===== config.mk =====
export PLATFORM = sky130hd
export DESIGN_NAME = ring_queue_move_nth_front_unit
export DESIGN_NICKNAME = d
export VERILOG_FILES = /design/src/rtl/rqmf_pkg.sv /design/src/rtl/rqmf_ram.sv /design/src/rtl/rqmf_ctrl.sv /design/src/rtl/ring_queue_move_nth_front_unit.sv
export SDC_FILE = /design/constraint.sdc
export NUM_CORES = 1
export LEC_CHECK = 0
export BUFFER_PORTS_ARGS = -buffer_cell sky130_fd_sc_hd__buf_2
export CAP_MARGIN = 0
export CORE_ASPECT_RATIO = 1.4
export CORE_UTILIZATION = 35
export CTS_CLUSTER_SIZE = 8
export DETAILED_ROUTE_END_ITERATION = 8
export PLACE_DENSITY = 0.51
export SETUP_SLACK_MARGIN = 0.05
export SLEW_MARGIN = 40
export SYNTH_ARGS = -nofsm -noshare
export SYNTH_HDL_FRONTEND = slang
export SYNTH_SLANG_ARGS = --single-unit
export TNS_END_PERCENT = 10

===== constraint.sdc =====
create_clock -name clk -period 6.9 [get_ports clk]
set_clock_uncertainty 0.1 [all_clocks]
set_input_delay 0.69 -clock clk [delete_from_list [all_inputs] [get_ports clk]]
set_output_delay 0.69 -clock clk [all_outputs]
set_load 0.05 [all_outputs]

===== src/rtl/rqmf_pkg.sv =====
// ----------------------------------------------------------------------------
// rqmf_pkg
// Shared codes and the result bundle of the ring queue with move-to-front.
// ----------------------------------------------------------------------------
package rqmf_pkg;

  localparam int OP_W  = 2;
  localparam int VAL_W = 32;
  localparam int POS_W = 5;
  localparam int OCC_W = 5;
  localparam int ST_W  = 2;

  localparam logic [OP_W-1:0] OP_ENQ  = 2'd0;
  localparam logic [OP_W-1:0] OP_DEQ  = 2'd1;
  localparam logic [OP_W-1:0] OP_MOVE = 2'd2;
  localparam logic [OP_W-1:0] OP_PEEK = 2'd3;

  localparam logic [ST_W-1:0] ST_OK    = 2'd0;
  localparam logic [ST_W-1:0] ST_FULL  = 2'd1;
  localparam logic [ST_W-1:0] ST_EMPTY = 2'd2;
  localparam logic [ST_W-1:0] ST_POS   = 2'd3;

  typedef struct packed {
    logic signed [VAL_W-1:0] front_value;
    logic signed [VAL_W-1:0] back_value;
    logic                    is_empty;
    logic                    is_full;
    logic [OCC_W-1:0]        occupancy;
    logic [ST_W-1:0]         status;
  } res_t;

endpackage


===== src/rtl/rqmf_ram.sv =====
// ----------------------------------------------------------------------------
// rqmf_ram
// Slot storage: one write port, one read port, registered read data.
// ----------------------------------------------------------------------------
module rqmf_ram #(
  parameter int DEPTH      = 16,
  parameter int DATA_WIDTH = 32,
  parameter int AW         = 4
) (
  input  logic                  clk,
  input  logic                  we,
  input  logic [AW-1:0]         waddr,
  input  logic [DATA_WIDTH-1:0] wdata,
  input  logic                  re,
  input  logic [AW-1:0]         raddr,
  output logic [DATA_WIDTH-1:0] rdata
);

  logic [DATA_WIDTH-1:0] mem [DEPTH];

  always_ff @(posedge clk) begin
    if (we) begin
      mem[waddr] <= wdata;
    end
  end

  always_ff @(posedge clk) begin
    if (re) begin
      rdata <= mem[raddr];
    end
  end

endmodule


===== src/rtl/rqmf_ctrl.sv =====
// ----------------------------------------------------------------------------
// rqmf_ctrl
// Queue pointers and sequencer: runs each operation against the slot RAM,
// shifts slots one per cycle for a move, then reads head and tail.
// ----------------------------------------------------------------------------
module rqmf_ctrl #(
  parameter int DEPTH      = 16,
  parameter int DATA_WIDTH = 32,
  parameter int AW         = 4,
  parameter int CW         = 5
) (
  input  logic                           clk,
  input  logic                           rst_n,
  input  logic                           in_valid,
  input  logic [rqmf_pkg::OP_W-1:0]      in_op,
  input  logic signed [rqmf_pkg::VAL_W-1:0] in_value,
  input  logic [rqmf_pkg::POS_W-1:0]     in_position,
  output logic                           idle,
  output logic                           res_valid,
  output rqmf_pkg::res_t                 res,
  input  logic                           res_take,
  output logic                           mem_we,
  output logic [AW-1:0]                  mem_waddr,
  output logic [DATA_WIDTH-1:0]          mem_wdata,
  output logic                           mem_re,
  output logic [AW-1:0]                  mem_raddr,
  input  logic [DATA_WIDTH-1:0]          mem_rdata
);

  import rqmf_pkg::*;

  localparam int CMPW = (CW > POS_W) ? CW : POS_W;
  localparam logic [AW:0] DEPTH_A = (AW+1)'(DEPTH);
  localparam logic [CW-1:0] DEPTH_C = CW'(DEPTH);

  localparam logic [2:0] S_IDLE = 3'd0;
  localparam logic [2:0] S_MVT  = 3'd1;
  localparam logic [2:0] S_MVS  = 3'd2;
  localparam logic [2:0] S_MVP  = 3'd3;
  localparam logic [2:0] S_RDH  = 3'd4;
  localparam logic [2:0] S_RDT  = 3'd5;
  localparam logic [2:0] S_RDB  = 3'd6;
  localparam logic [2:0] S_FIN  = 3'd7;

  logic [2:0]                   state_r,  state_nxt;
  logic [AW-1:0]                head_r,   head_nxt;
  logic [AW-1:0]                tail_r,   tail_nxt;
  logic [CW-1:0]                count_r,  count_nxt;
  logic [AW-1:0]                idx_r,    idx_nxt;
  logic [ST_W-1:0]              status_r, status_nxt;
  logic signed [DATA_WIDTH-1:0] tmp_r,    tmp_nxt;
  logic signed [DATA_WIDTH-1:0] front_r,  front_nxt;
  logic signed [DATA_WIDTH-1:0] back_r,   back_nxt;

  logic [CMPW-1:0] pos_x;
  logic [CMPW-1:0] cnt_x;
  logic [AW-1:0]   pos_m1;
  logic [AW-1:0]   idx_m1;
  logic [AW-1:0]   idx_m2;
  logic            empty;

  function automatic logic [AW-1:0] wrap_add(input logic [AW-1:0] a, input logic [AW-1:0] b);
    logic [AW:0] s;
    s = {1'b0, a} + {1'b0, b};
    if (s >= DEPTH_A) begin
      s = s - DEPTH_A;
    end
    return s[AW-1:0];
  endfunction

  assign pos_x  = CMPW'(in_position);
  assign cnt_x  = CMPW'(count_r);
  assign pos_m1 = AW'(pos_x - CMPW'(1));
  assign idx_m1 = idx_r - AW'(1);
  assign idx_m2 = idx_m1 - AW'(1);
  assign empty  = (count_r == '0);
  assign idle   = (state_r == S_IDLE);

  always_comb begin
    state_nxt  = state_r;
    head_nxt   = head_r;
    tail_nxt   = tail_r;
    count_nxt  = count_r;
    idx_nxt    = idx_r;
    status_nxt = status_r;
    tmp_nxt    = tmp_r;
    front_nxt  = front_r;
    back_nxt   = back_r;
    mem_we     = 1'b0;
    mem_waddr  = head_r;
    mem_wdata  = tmp_r;
    mem_re     = 1'b0;
    mem_raddr  = head_r;
    case (state_r)
      S_IDLE: begin
        if (in_valid) begin
          status_nxt = ST_OK;
          state_nxt  = S_RDH;
          case (in_op)
            OP_ENQ: begin
              if (count_r == DEPTH_C) begin
                status_nxt = ST_FULL;
              end else begin
                tail_nxt  = wrap_add(tail_r, AW'(1));
                mem_we    = 1'b1;
                mem_waddr = wrap_add(tail_r, AW'(1));
                mem_wdata = DATA_WIDTH'(in_value);
                count_nxt = count_r + CW'(1);
              end
            end
            OP_DEQ: begin
              if (empty) begin
                status_nxt = ST_EMPTY;
              end else begin
                head_nxt  = wrap_add(head_r, AW'(1));
                count_nxt = count_r - CW'(1);
              end
            end
            OP_MOVE: begin
              if (empty) begin
                status_nxt = ST_EMPTY;
              end else if (pos_x == '0 || pos_x > cnt_x) begin
                status_nxt = ST_POS;
              end else if (pos_x != CMPW'(1)) begin
                mem_re    = 1'b1;
                mem_raddr = wrap_add(head_r, pos_m1);
                idx_nxt   = pos_m1;
                state_nxt = S_MVT;
              end
            end
            default: begin
            end
          endcase
        end
      end
      S_MVT: begin
        tmp_nxt   = mem_rdata;
        mem_re    = 1'b1;
        mem_raddr = wrap_add(head_r, idx_m1);
        state_nxt = S_MVS;
      end
      S_MVS: begin
        mem_we    = 1'b1;
        mem_waddr = wrap_add(head_r, idx_r);
        mem_wdata = mem_rdata;
        if (idx_r > AW'(1)) begin
          mem_re    = 1'b1;
          mem_raddr = wrap_add(head_r, idx_m2);
          idx_nxt   = idx_m1;
        end else begin
          state_nxt = S_MVP;
        end
      end
      S_MVP: begin
        mem_we    = 1'b1;
        mem_waddr = head_r;
        mem_wdata = tmp_r;
        state_nxt = S_RDH;
      end
      S_RDH: begin
        mem_re    = 1'b1;
        mem_raddr = head_r;
        state_nxt = S_RDT;
      end
      S_RDT: begin
        front_nxt = mem_rdata;
        mem_re    = 1'b1;
        mem_raddr = tail_r;
        state_nxt = S_RDB;
      end
      S_RDB: begin
        back_nxt  = mem_rdata;
        state_nxt = S_FIN;
      end
      S_FIN: begin
        if (res_take) begin
          state_nxt = S_IDLE;
        end
      end
      default: begin
        state_nxt = S_IDLE;
      end
    endcase
  end

  always_ff @(posedge clk) begin
    if (!rst_n) begin
      state_r <= S_IDLE;
      head_r  <= '0;
      tail_r  <= AW'(DEPTH - 1);
      count_r <= '0;
    end else begin
      state_r <= state_nxt;
      head_r  <= head_nxt;
      tail_r  <= tail_nxt;
      count_r <= count_nxt;
    end
  end

  always_ff @(posedge clk) begin
    idx_r    <= idx_nxt;
    status_r <= status_nxt;
    tmp_r    <= tmp_nxt;
    front_r  <= front_nxt;
    back_r   <= back_nxt;
  end

  assign res_valid       = (state_r == S_FIN);
  assign res.front_value = empty ? '0 : VAL_W'(front_r);
  assign res.back_value  = empty ? '0 : VAL_W'(back_r);
  assign res.is_empty    = empty;
  assign res.is_full     = (count_r == DEPTH_C);
  assign res.occupancy   = OCC_W'(count_r);
  assign res.status      = status_r;

endmodule


===== src/rtl/ring_queue_move_nth_front_unit.sv =====
// ----------------------------------------------------------------------------
// ring_queue_move_nth_front_unit
// Circular FIFO with enqueue, dequeue, move-nth-to-front and peek; one result
// beat per input beat.
// Sequence: each accepted beat reads head and tail from the slot RAM, then the
// result is registered into the output; a move of position p >= 2 first shifts
// slots one at a time. A new beat is taken only after the last result is taken.
// Reset (sync, active low): queue empty, head 0, tail DEPTH-1; no result held.
// ----------------------------------------------------------------------------
module ring_queue_move_nth_front_unit #(
  parameter int DEPTH      = 16,
  parameter int DATA_WIDTH = 32
) (
  input  logic                                clk,
  input  logic                                rst_n,
  input  logic                                in_valid,
  output logic                                in_stall,
  input  logic [rqmf_pkg::OP_W-1:0]           in_op,
  input  logic signed [rqmf_pkg::VAL_W-1:0]   in_value,
  input  logic [rqmf_pkg::POS_W-1:0]          in_position,
  output logic                                out_valid,
  input  logic                                out_stall,
  output logic signed [rqmf_pkg::VAL_W-1:0]   out_front_value,
  output logic signed [rqmf_pkg::VAL_W-1:0]   out_back_value,
  output logic                                out_is_empty,
  output logic                                out_is_full,
  output logic [rqmf_pkg::OCC_W-1:0]          out_occupancy,
  output logic [rqmf_pkg::ST_W-1:0]           out_status
);

  import rqmf_pkg::*;

  localparam int AW = $clog2(DEPTH);
  localparam int CW = $clog2(DEPTH + 1);

  logic                  idle;
  logic                  res_valid;
  res_t                  res;
  logic                  res_take;
  logic                  mem_we;
  logic [AW-1:0]         mem_waddr;
  logic [DATA_WIDTH-1:0] mem_wdata;
  logic                  mem_re;
  logic [AW-1:0]         mem_raddr;
  logic [DATA_WIDTH-1:0] mem_rdata;

  logic out_valid_r, out_valid_nxt;
  res_t out_r;

  rqmf_ram #(
    .DEPTH      (DEPTH),
    .DATA_WIDTH (DATA_WIDTH),
    .AW         (AW)
  ) u_ram (
    .clk   (clk),
    .we    (mem_we),
    .waddr (mem_waddr),
    .wdata (mem_wdata),
    .re    (mem_re),
    .raddr (mem_raddr),
    .rdata (mem_rdata)
  );

  rqmf_ctrl #(
    .DEPTH      (DEPTH),
    .DATA_WIDTH (DATA_WIDTH),
    .AW         (AW),
    .CW         (CW)
  ) u_ctrl (
    .clk         (clk),
    .rst_n       (rst_n),
    .in_valid    (in_valid),
    .in_op       (in_op),
    .in_value    (in_value),
    .in_position (in_position),
    .idle        (idle),
    .res_valid   (res_valid),
    .res         (res),
    .res_take    (res_take),
    .mem_we      (mem_we),
    .mem_waddr   (mem_waddr),
    .mem_wdata   (mem_wdata),
    .mem_re      (mem_re),
    .mem_raddr   (mem_raddr),
    .mem_rdata   (mem_rdata)
  );

  assign in_stall = !idle;
  assign res_take = res_valid && (!out_valid_r || !out_stall);

  always_comb begin
    out_valid_nxt = out_valid_r;
    if (res_take) begin
      out_valid_nxt = 1'b1;
    end else if (!out_stall) begin
      out_valid_nxt = 1'b0;
    end
  end

  always_ff @(posedge clk) begin
    if (!rst_n) begin
      out_valid_r <= 1'b0;
    end else begin
      out_valid_r <= out_valid_nxt;
    end
  end

  always_ff @(posedge clk) begin
    if (res_take) begin
      out_r <= res;
    end
  end

  assign out_valid       = out_valid_r;
  assign out_front_value = out_r.front_value;
  assign out_back_value  = out_r.back_value;
  assign out_is_empty    = out_r.is_empty;
  assign out_is_full     = out_r.is_full;
  assign out_occupancy   = out_r.occupancy;
  assign out_status      = out_r.status;

  a_busy_after_accept: assert property (@(posedge clk) disable iff (!rst_n)
    (in_valid && !in_stall) |=> in_stall)
    else $error("accepted beat did not start a sequence");

  a_empty_full_excl: assert property (@(posedge clk) disable iff (!rst_n)
    out_valid |-> !(out_is_empty && out_is_full))
    else $error("queue reported empty and full");

  a_empty_zero: assert property (@(posedge clk) disable iff (!rst_n)
    (out_valid && out_is_empty) |-> (out_front_value == '0 && out_back_value == '0))
    else $error("empty queue with nonzero front or back");

  a_reject_full: assert property (@(posedge clk) disable iff (!rst_n)
    (out_valid && out_status == ST_FULL) |-> out_is_full)
    else $error("enqueue rejected while not full");

endmodule


## After elaboration in Yosys (flattened, before gate mapping)

Memory sizes are Yosys's and may differ from the RTL's. A register that Yosys moved wholly into a read port is not among the register bits.
Index checks and enable logic that the tools add are counted.

| cells by class | value |
|---|---|
| reductions and logical operators | 20 |
| bitwise gates (word level) | 2 |
| order comparisons | 8 |
| equal/unequal tests | 22 |
| muxes and demuxes | 59 |
| $add $sub $neg | 17 |

Operators with widths:

| cell | number |
|---|---|
| $mux W32 | 3 |
| $mux W4 | 21 |
| $pmux W32 S2 | 1 |
| $sub A4 B1 Y4 const B | 9 |
| $ge A5 B5 Y1 const B | 6 |
| $pmux W3 S8 | 1 |
| $mux W3 | 7 |
| $add A4 B4 Y5 | 4 |
| $pmux W4 S2 | 2 |
| $pmux W4 S4 | 1 |
| $mux W1 | 14 |
| $eq A3 B3 Y1 const B | 4 |
| $ne A2 B2 Y1 const B | 6 |
| $add A4 B1 Y5 const B | 2 |
| $logic_not A5 Y1 | 2 |
| $mux W5 | 2 |
| $ne A2 B1 Y1 const B | 5 |
| $pmux W5 S2 | 1 |
| $reduce_and A4 Y1 | 2 |
| $reduce_and A7 Y1 | 1 |
| $eq A3 B2 Y1 const B | 2 |
| $mux W2 | 3 |
| $pmux W2 S3 | 1 |
| $add A5 B1 Y5 const B | 1 |
| other kinds (22) | 27 |

| word-level totals | value |
|---|---|
| register bits | 192 |
| bits in writable memories | 512 |
| input port bits | 43 |
| memories | 1 |

Memories:

| name | words | bits a word | rd ports | clocked after Yosys merged registers in | write ports | RTL line | source |
|---|---|---|---|---|---|---|---|
| u_ram.mem | 16 | 32 | 1 | 1 | 1 | rqmf_ram.sv:19 | `logic [DATA_WIDTH-1:0] mem [DEPTH];` |

## Longest topological paths before layout

Gate-level depths: netlist of run 1.

| depth | value |
|---|---|
| word-level depth | 10 |
| gate-level depth with buffers | 15 |
| depth with buffers taken out | 13 |

## Hierarchy

Synthesis of run 1 repeated with hierarchy kept, for this count alone.

| second synthesis, totals | value |
|---|---|
| cells, all modules | 1490 |
| area, all modules | 28801.4 µm² |

By module, submodules not included:

| module | area an instance (µm²) | times used | cells each | sequential area each (µm²) |
|---|---|---|---|---|
| rqmf_ram | 20174.3 | 1 | 838 | 16335.7 |
| rqmf_ctrl | 6392.4 | 1 | 574 | 3383.2 |
| ring_queue_move_nth_front_unit | 2234.6 | 1 | 78 | 2212.1 |

## Least setup slack after synthesis of run 1

OpenSTA, ideal clock, no wires.

| timing path | value |
|---|---|
| kind | reg-to-reg |
| start point | register u_ctrl.state_r[1] |
| end point | register out_r, in the netlist out_back_value[0], enable pin |
| path slack | 1.601 ns |
| setup time | 0.528 ns |
| period minus slack after synthesis | 5.299 ns |
| cell stages (with the launch flop) | 5 |
| arrival | 4.671 ns |
| path through | dfxtp_1 clkbuf_1 buf_1 nand3_1 a21oi_1 |

| between the ends | value |
|---|---|
| word-level cells in the longest chain between the ends | 2 |

RTL lines:

| item | RTL line | source |
|---|---|---|
| start: declaration | rqmf_ctrl.sv:45 | `logic [2:0] state_r, state_nxt;` |
| start signal: assignment | rqmf_ctrl.sv:193 | `state_r <= state_nxt;` |
| $eq A3 B3 Y1 | rqmf_ctrl.sv:208 | `assign res_valid = (state_r == S_FIN);` |
| $logic_and A1 B1 Y1 | ring_queue_move_nth_front_unit.sv:89 | `assign res_take = res_valid && (!out_valid_r \|\| !out_stall);` |
| end signal: assignment | ring_queue_move_nth_front_unit.sv:110 | `out_r <= res;` |
| end: declaration | ring_queue_move_nth_front_unit.sv:48 | `res_t out_r;` |

No other way between the ends.
A chain may end at the register's enable or synchronous reset.

## Worst setup path after layout of run 1

| timing path | value |
|---|---|
| start point | register u_ctrl.state_r[2] |
| end point | register u_ram.rdata[15] (read register of u_ram.mem) (data pin) |

| between the ends | value |
|---|---|
| word-level cells in the longest chain between the ends | 3 |

RTL lines:

| item | RTL line | source |
|---|---|---|
| $eq A3 B3 Y1 / $eq A3 B1 Y1 (equally long branches) | rqmf_ctrl.sv:94 | `case (state_r)` |
| $reduce_or A3 Y1 (no source line) | - |  |
| $pmux W1 S3 | rqmf_ctrl.sv:94 |  |
| end: declaration | rqmf_ram.sv:16 | `output logic [DATA_WIDTH-1:0] rdata` |

Several ways; a longest one is shown, not always the timed one.

==> impl_metrics.toml, run 1 <==
[clock_tree]
cts_root_buf = "sky130_fd_sc_hd__clkbuf_16"
clock_transition_at_the_register_clock_pins_on_the_worst_setup_and_hold_paths_after_cts_ns = 0.06
cts-resized-gates = 0
cts_made_buffers = 101
clock_sinks = 736
ctsLongestPathBuffers = 3
cts-hold-fix-buffers = 0
htree_levels = 3
clock_tree_from_tritoncts = "done"
worstSkewPairLatency_ns = 0.64
cts.repair_timing.setup_buffer_count = 0

[placement]
dp.final_hpwl_um = 41400
routabilityCongestion = 0.817
portBuffers = 117
post-place-ws_ns = 2.46

[floorplanning]
core_region_area_mm2 = 0.0843
vert_die_dim_um = 347
placement_rows = 126
floorplan.io_pins = 118
die_area_mm2 = 0.0863
initial_core_utilization_pct = 35.3
floorplan.die.width_um = 249

[critical_path]
worstPathMaxFanout = 133
critical_path_cell_with_the_highest_stage_delay = "sky130_fd_sc_hd__dfxtp_1"
rr_worst_depth = 12
timing.reg2reg.setup_slack_ns = 2.42
critical_path_depth = 12
timing.critical_path.from_type = "flip-flop"
cp_num_buf_inv = 3
path_cells = "nand2_1, o32ai_1, o31ai_2, a311o_1, o211ai_4, buf_8, buf_12, buf_16, nand2_1, a32oi_1, mux2i_1, mux2i_1"
timing.rr.start = "u_ctrl.state_r[2]$_SDFFE_PN0P_"
cpPeakStageDelay_ns = 0.80
worstSetupPathType = "flip-flop to flip-flop"
cpLargestDelayFamily = "compound AO/OA/AOI/OAI gates"
crit_required_ns = 7.26
critPathArrivalTime_ns = 4.84
timing.rr.end = "u_ram.rdata[15]$_DFFE_PP_"
setup.worst_path.end_class = "flip-flop"

[routing]
vias = 17500
final_antenna_net_count = 0
drt_drc_violations_left = 0
wl_per_cell_um = 22.4
wirelength_um = 74100
drt_first_pass_iters = 7
detail_route.iter0.violations = 1266
avgViaCountPerCell = 5.28

[logic_synthesis]
netlist_instances = 2045
number_of_flip_flops_and_latches_in_the_synthesized_netlist = 736
ys_warn_count = 0
synth.largest_area_cell = "sky130_fd_sc_hd__edfxtp_1"
synth_top_cells_by_area = "sky130_fd_sc_hd__edfxtp_1, sky130_fd_sc_hd__nand2_1, sky130_fd_sc_hd__a32oi_1"
async_reset_ff_share_pct = 0
synth_ff_type = "sky130_fd_sc_hd__edfxtp_1"
synthesized_nets = 2120
synth.top_cell.area_share_pct = 72.5
netlist-cell-type-count = 66
synth_enable_flop_cells = 719
syn_area_mm2 = 0.0298
synthesis.area_per_instance_um2 = 14.6
ys_seq_area_share_pct = 73.7

[timing]
worst-slew-pin-transition_ns = 0.810
worst_slack_ns = 2.42
finalSetupTns_ns = 0
fmax_mhz = 223
slew_viol_final = 0
final_setup_vio_count = 0
finalHoldViolations = 0
grt_setup_unrepaired = "false"
timing.max_slew.rel_slack_pct = 45.9
finalCriticalPeriod_ns = 4.48
fin_crit_sh_pct = 64.9

[final_layout]
layout-drive-gt1-share_pct = 15.7
area_delta_synth_final_pct = 17.1
postLayoutCoreUtil_pct = 41.3
fin_nets = 2286

[grt]
global_route_usage_over_all_layers_pct = 17.1
grt_max_degree = 183
grt_antenna_before_repair = 2
leftover_overflow_at_the_end_of_global_routing = 0
grt_first_pass_wirelength_um = 111000
grt_pass1_vias = 17500

[power_and_ir_drop]
power.switching_fraction_pct = 32.5
net_sw_power_uw = 4800
combinationalPowerShare_pct = 28.5
leakage_uw = 0.0122
vdd_drop_max_mv = 0.285
power.internal_uw = 9980
finalPower_uw = 14800
power_density_mw_per_mm2 = 424
share_seq_of_total_power_pct = 41.8
clockPowerShare_pct = 29.7

[min_path]
min-delay-start = "rst_n"
min-delay-path-class = "input port to flip-flop"
whs_endpoint = "u_ctrl.tail_r[3]$_SDFFE_PN1P_"
hold_depth = 2

[run]
max_cap_violations = 0

[outcome]
outcome = "finished clean"
metal layers:
layer,GRT usage (%),up-vias,wire [µm]
met5,0,-,31
met4,6.16,4,1960
met3,2.64,129,3470
met2,30.5,489,37800
met1,21.0,8853,30900
li1,-,8030,-
registers in the layout, summed over array words and instances (netlist names), 2 cells and up:
signal and count:
out_back_value 32, u_ctrl.state_r 3, u_ctrl.status_r 2, out_front_value 32, u_ctrl.tail_r 4, u_ctrl.head_r 4
u_ctrl.idx_r 4, u_ctrl.back_r 32, u_ctrl.cnt_x 5, u_ram.rdata 32, u_ctrl.front_r 32, out_status 2
out_occupancy 5, u_ram.mem 512, u_ctrl.tmp_r 32
kinds of logic after synthesis:
| family | synth area share (%) |
|---|---|
| flip-flops | 73.7 |
| XOR/XNOR | 0.878 |
| adder cells (fa/ha/maj) | 1.47 |
| AO/OA/AOI/OAI | 9.91 |
| multiplexers | 3.43 |
| buffers and inverters | 2.47 |
| AND/OR/NAND/NOR | 8.18 |
synthesized netlist by cell type, drive strengths merged, types with 7 or more instances:
cell,instances
nand2b,7
and2,72
nand2,407
a21oi,149
nor3,8
a21o,8
a32oi,129
inv,23
ha,27
mux2i,101
dfxtp,17
buf,94
xnor2,17
edfxtp,719
clkbuf,38
xor2,12
nand3,10
a22oi,65
nor2,38
o21ai,42
worst max-delay path by stage:
| stage | startpoint | to | slack (ns) |
|---|---|---|---|
| global route | u_ctrl.state_r[2]$_SDFFE_PN0P_ | u_ram.rdata[15]$_DFFE_PP_ | 2.19 |
| floorplan | u_ctrl.state_r[1]$_SDFFE_PN0P_ | out_back_value[0]$_SDFFCE_PP0P_ | 1.60 |
| detailed placement | in_position[0] | u_ram.rdata[15]$_DFFE_PP_ | 2.46 |
| finish | u_ctrl.state_r[2]$_SDFFE_PN0P_ | u_ram.rdata[15]$_DFFE_PP_ | 2.42 |
| CTS | u_ctrl.idx_r[1]$_DFFE_PP_ | u_ram.rdata[15]$_DFFE_PP_ | 2.49 |
| global placement | u_ctrl.cnt_x[0]$_SDFFE_PN0P_ | u_ram.rdata[15]$_DFFE_PP_ | 2.31 |
metrics by stage:
step | std cells | instance area, µm² | hold WS [ns]
final | 3313 | 34900 | 0.303
after global routing | 3311 | 34900 | 0.304
after CTS | 3310 | 34800 | 0.271
after detailed placement | 3195 | 32100 | 0.312
after global placement | 3184 | 31900 | 0.316
after floorplan | 2045 | 29800 | 0.300
layout by cell type, fill, tap and decap left out, types with 60 or more instances in the layout:
cell                        instances
sky130_fd_sc_hd__buf_2            117
sky130_fd_sc_hd__clkbuf_16        106
sky130_fd_sc_hd__a32oi_1          128
sky130_fd_sc_hd__nand2_1          405
sky130_fd_sc_hd__mux2i_1          101
sky130_fd_sc_hd__and2_1            71
sky130_fd_sc_hd__a22oi_1           65
sky130_fd_sc_hd__edfxtp_1         719
sky130_fd_sc_hd__buf_4             60
sky130_fd_sc_hd__a21oi_1          148
worst reg2reg max path, stage by stage (launching register included):
cell	delay, ns
sky130_fd_sc_hd__dfxtp_1	0.80
sky130_fd_sc_hd__nand2_1	0.35
sky130_fd_sc_hd__o32ai_1	0.38
sky130_fd_sc_hd__o31ai_2	0.21
sky130_fd_sc_hd__a311o_1	0.43
sky130_fd_sc_hd__o211ai_4	0.27
sky130_fd_sc_hd__buf_8	0.25
sky130_fd_sc_hd__buf_12	0.27
sky130_fd_sc_hd__buf_16	0.47
sky130_fd_sc_hd__nand2_1	0.19
sky130_fd_sc_hd__a32oi_1	0.22
sky130_fd_sc_hd__mux2i_1	0.13
sky130_fd_sc_hd__mux2i_1	0.22
power groups by stage:
stage	logic (µW)	registers [µW]	clock network, µW
2_1_floorplan	2960	6140	0
5_1_grt	4650	6200	4650
6_report	4220	6180	4390
3_3_place_gp	4070	6250	0
3_5_place_dp	4230	6260	0
4_1_cts	4240	6180	4480
final cells by class:
class	count	area, µm²
fillers	7588	49500
flip-flops and latches	736	21900
clock buffers	113	2680
clock inverters	2	38.8
repair buffers	195	1420
diodes	2	5.00
multi-input cells	1153	7340
inverters	24	90.1
well taps	1088	1360
Note: power is estimated with default switching activity, not from simulation.
==> run 2, diff against run 1 <==
ABC_AREA = 1   (was not set)
clock period = 4.2 ns   (was 6.9 ns; I/O delays follow)
==> impl_metrics.toml, run 2 <==
[clock_tree]
clock_transition_at_the_register_clock_pins_on_the_worst_setup_and_hold_paths_after_cts_ns = 0.06
htree_levels = 3
clock_tree_from_tritoncts = "done"
cts.repair_timing.setup_buffer_count = 0
cts_made_buffers = 101
cts_root_buf = "sky130_fd_sc_hd__clkbuf_16"
clock_sinks = 736
worstSkewPairLatency_ns = 0.67
cts-resized-gates = 0
ctsLongestPathBuffers = 3
cts-hold-fix-buffers = 2

[final_layout]
layout-drive-gt1-share_pct = 11.2
largest_register = "u_ram.mem"
flip_flop_count_of_the_largest_register_all_copies_and_words_added = 512
area_delta_synth_final_pct = 16.7
final.fill_count = 8497
fin_nets = 3070
layout_common_cells = "sky130_fd_sc_hd__edfxtp_1, sky130_fd_sc_hd__nand2_1, sky130_fd_sc_hd__nand3_1, sky130_fd_sc_hd__inv_1, sky130_fd_sc_hd__buf_2"
final_common_cell = "sky130_fd_sc_hd__edfxtp_1"
antenna_cells_inserted = 0

[power_and_ir_drop]
leakage_uw = 0.0150
vdd_drop_max_mv = 0.763
power_density_mw_per_mm2 = 785
finalPower_uw = 29000

[critical_path]
timing.critical_path.from_type = "flip-flop"
critical_path_cell_with_the_highest_stage_delay = "sky130_fd_sc_hd__nand3_1"
crit_required_ns = 4.38
worstPathMaxFanout = 22
worst_setup_path_startpoint = "u_ctrl.state_r[2]$_SDFFE_PN0P_"
worstSetupPathType = "flip-flop to flip-flop"
cpPeakStageDelay_ns = 0.49
timing.rr.start = "u_ctrl.state_r[2]$_SDFFE_PN0P_"
critPathArrivalTime_ns = 3.83
setup.worst_path.end_class = "flip-flop"
path_cells = "inv_2, nand2_1, nor2_2, inv_1, nor2_4, inv_2, o21ai_0, nand3_1, nor2_4, buf_4"

[grt]
grt_antenna_before_repair = 1
grt_pass1_vias = 20600
grt_max_degree = 118
leftover_overflow_at_the_end_of_global_routing = 0
global_route_usage_over_all_layers_pct = 18.4
grt_first_pass_wirelength_um = 127000

[logic_synthesis]
main_combinational_cell_family_by_area_after_synthesis = "simple AND/OR/NAND/NOR gates"
syn_area_mm2 = 0.0316
ys_warn_count = 0
async_reset_ff_share_pct = 0
number_of_flip_flops_and_latches_in_the_synthesized_netlist = 736
synth_enable_flop_cells = 719
muxShareOfSynthArea_pct = 0.0317
synth_top_cells_by_area = "sky130_fd_sc_hd__edfxtp_1, sky130_fd_sc_hd__nand3_1, sky130_fd_sc_hd__nand2_1"
synth_ff_type = "sky130_fd_sc_hd__edfxtp_1"
synthesis.area_per_instance_um2 = 11.1
synth-xor-area-share_pct = 0.415
synth.top_cell.area_share_pct = 68.3
synthesized_nets = 2929
synth.largest_area_cell = "sky130_fd_sc_hd__edfxtp_1"
synthSimpleGateAreaFrac_pct = 20.2
ys_seq_area_share_pct = 69.4
netlist-cell-type-count = 38
synth_adder_area_share_pct = 1.38
netlist_instances = 2854
synth_common_cells = "sky130_fd_sc_hd__edfxtp_1, sky130_fd_sc_hd__nand2_1, sky130_fd_sc_hd__nand3_1, sky130_fd_sc_hd__inv_1, sky130_fd_sc_hd__buf_2"
synth_compound_area_share_pct = 1.11
yosys.cell_count.top_type = "sky130_fd_sc_hd__edfxtp_1"

[floorplanning]
floorplan.io_pins = 118
placement_rows = 130
vert_die_dim_um = 358
core_region_area_mm2 = 0.0896
initial_core_utilization_pct = 35.3
die_area_mm2 = 0.0916
floorplan.die.width_um = 256

[routing]
final_antenna_net_count = 0
vias = 20800
detail_route.iter0.violations = 1481
wl_per_cell_um = 20.1
drt_first_pass_iters = 7
avgViaCountPerCell = 4.96
drt_drc_violations_left = 0
wirelength_um = 84300

[placement]
routabilityCongestion = 0.827
portBuffers = 117
post-place-ws_ns = 0.630
dp.final_hpwl_um = 48900

[timing]
fmax_mhz = 274
fin_hold_ws_ns = 0.0458
finalCriticalPeriod_ns = 3.65
finalHoldViolations = 0
grt_setup_unrepaired = "false"
fin_crit_sh_pct = 86.9
timing.max_slew.rel_slack_pct = 48.0
final_setup_vio_count = 0
finalSetupTns_ns = 0
slew_viol_final = 0
worst-slew-pin-transition_ns = 0.778
worst_slack_ns = 0.548

[run]
max_cap_violations = 0

[outcome]
outcome = "finished clean"

[min_path]
min-delay-path-class = "input port to flip-flop"
min-delay-start = "in_position[0]"
[run 2: logic make-up after synthesis]
family,after synthesis
DFF,736
muxes,1
AOI/OAI and AO/OA,60
and+or+nand+nor,1417
xor gates and xnor gates,15
buffers and inverters,593
adders and majority gates,32
[run 2: final timing paths]
check | endpoint | slack [ns] | cells after the start
setup / recovery | u_ram.mem[9][15]$_DFFE_PP_ | 0.55 | 10
hold / removal | u_ctrl.idx_r[0]$_DFFE_PP_ | 0.05 | 2
setup reg to reg | u_ram.mem[9][15]$_DFFE_PP_ | 0.55 | 10
hold reg to reg | out_status[1]$_DFFE_PP_ | 0.32 | 0
[run 2: routing by layer]
layer	part of all wire [%]	wire [µm]	vias to the layer above	global-route usage, %
met4	3.3	2750	0	7.46
met2	51	42700	628	32.6
li1	-	-	9856	-
met5	0	0	-	0
met1	41	34900	10200	22.7
met3	4.7	3990	160	2.28
[run 2: critical path, delay by kind of cell (launching register included)]
| kind | cells | cell delay [ns] |
|---|---|---|
| DFF | 1 | 0.42 |
| buffers and inverters | 4 | 0.99 |
| and+or+nand+nor | 5 | 1.48 |
| AOI/OAI and AO/OA | 1 | 0.28 |
[run 2: cell type report]
class	count	area [µm²]	share of cell area, %
sequential	736	21900	59.4
inverter	443	1660	4.51
tap	1188	1490	4.03
clock inverter	6	100	0.271
multi-input combinational	1525	7590	20.6
timing repair buffer	188	1550	4.19
clock buffer	110	2580	7.00
[run 2: report_power, final]
| part | internal (µW) | switching, µW |
|---|---|---|
| sequential | 10000 | 491 |
| clock | 4270 | 2910 |
| combinational | 3180 | 8090 |
| total | 17500 | 11500 |
[run 2: stage by stage]
step	instances	utilization (%)	area (µm²)
final	4196	41.2	36900
after CTS	4195	41.2	36900
after floorplan	2854	-	31600
after detailed placement	4077	38.1	34200
after global routing	4196	41.2	36900
after global placement	4074	38.1	34100
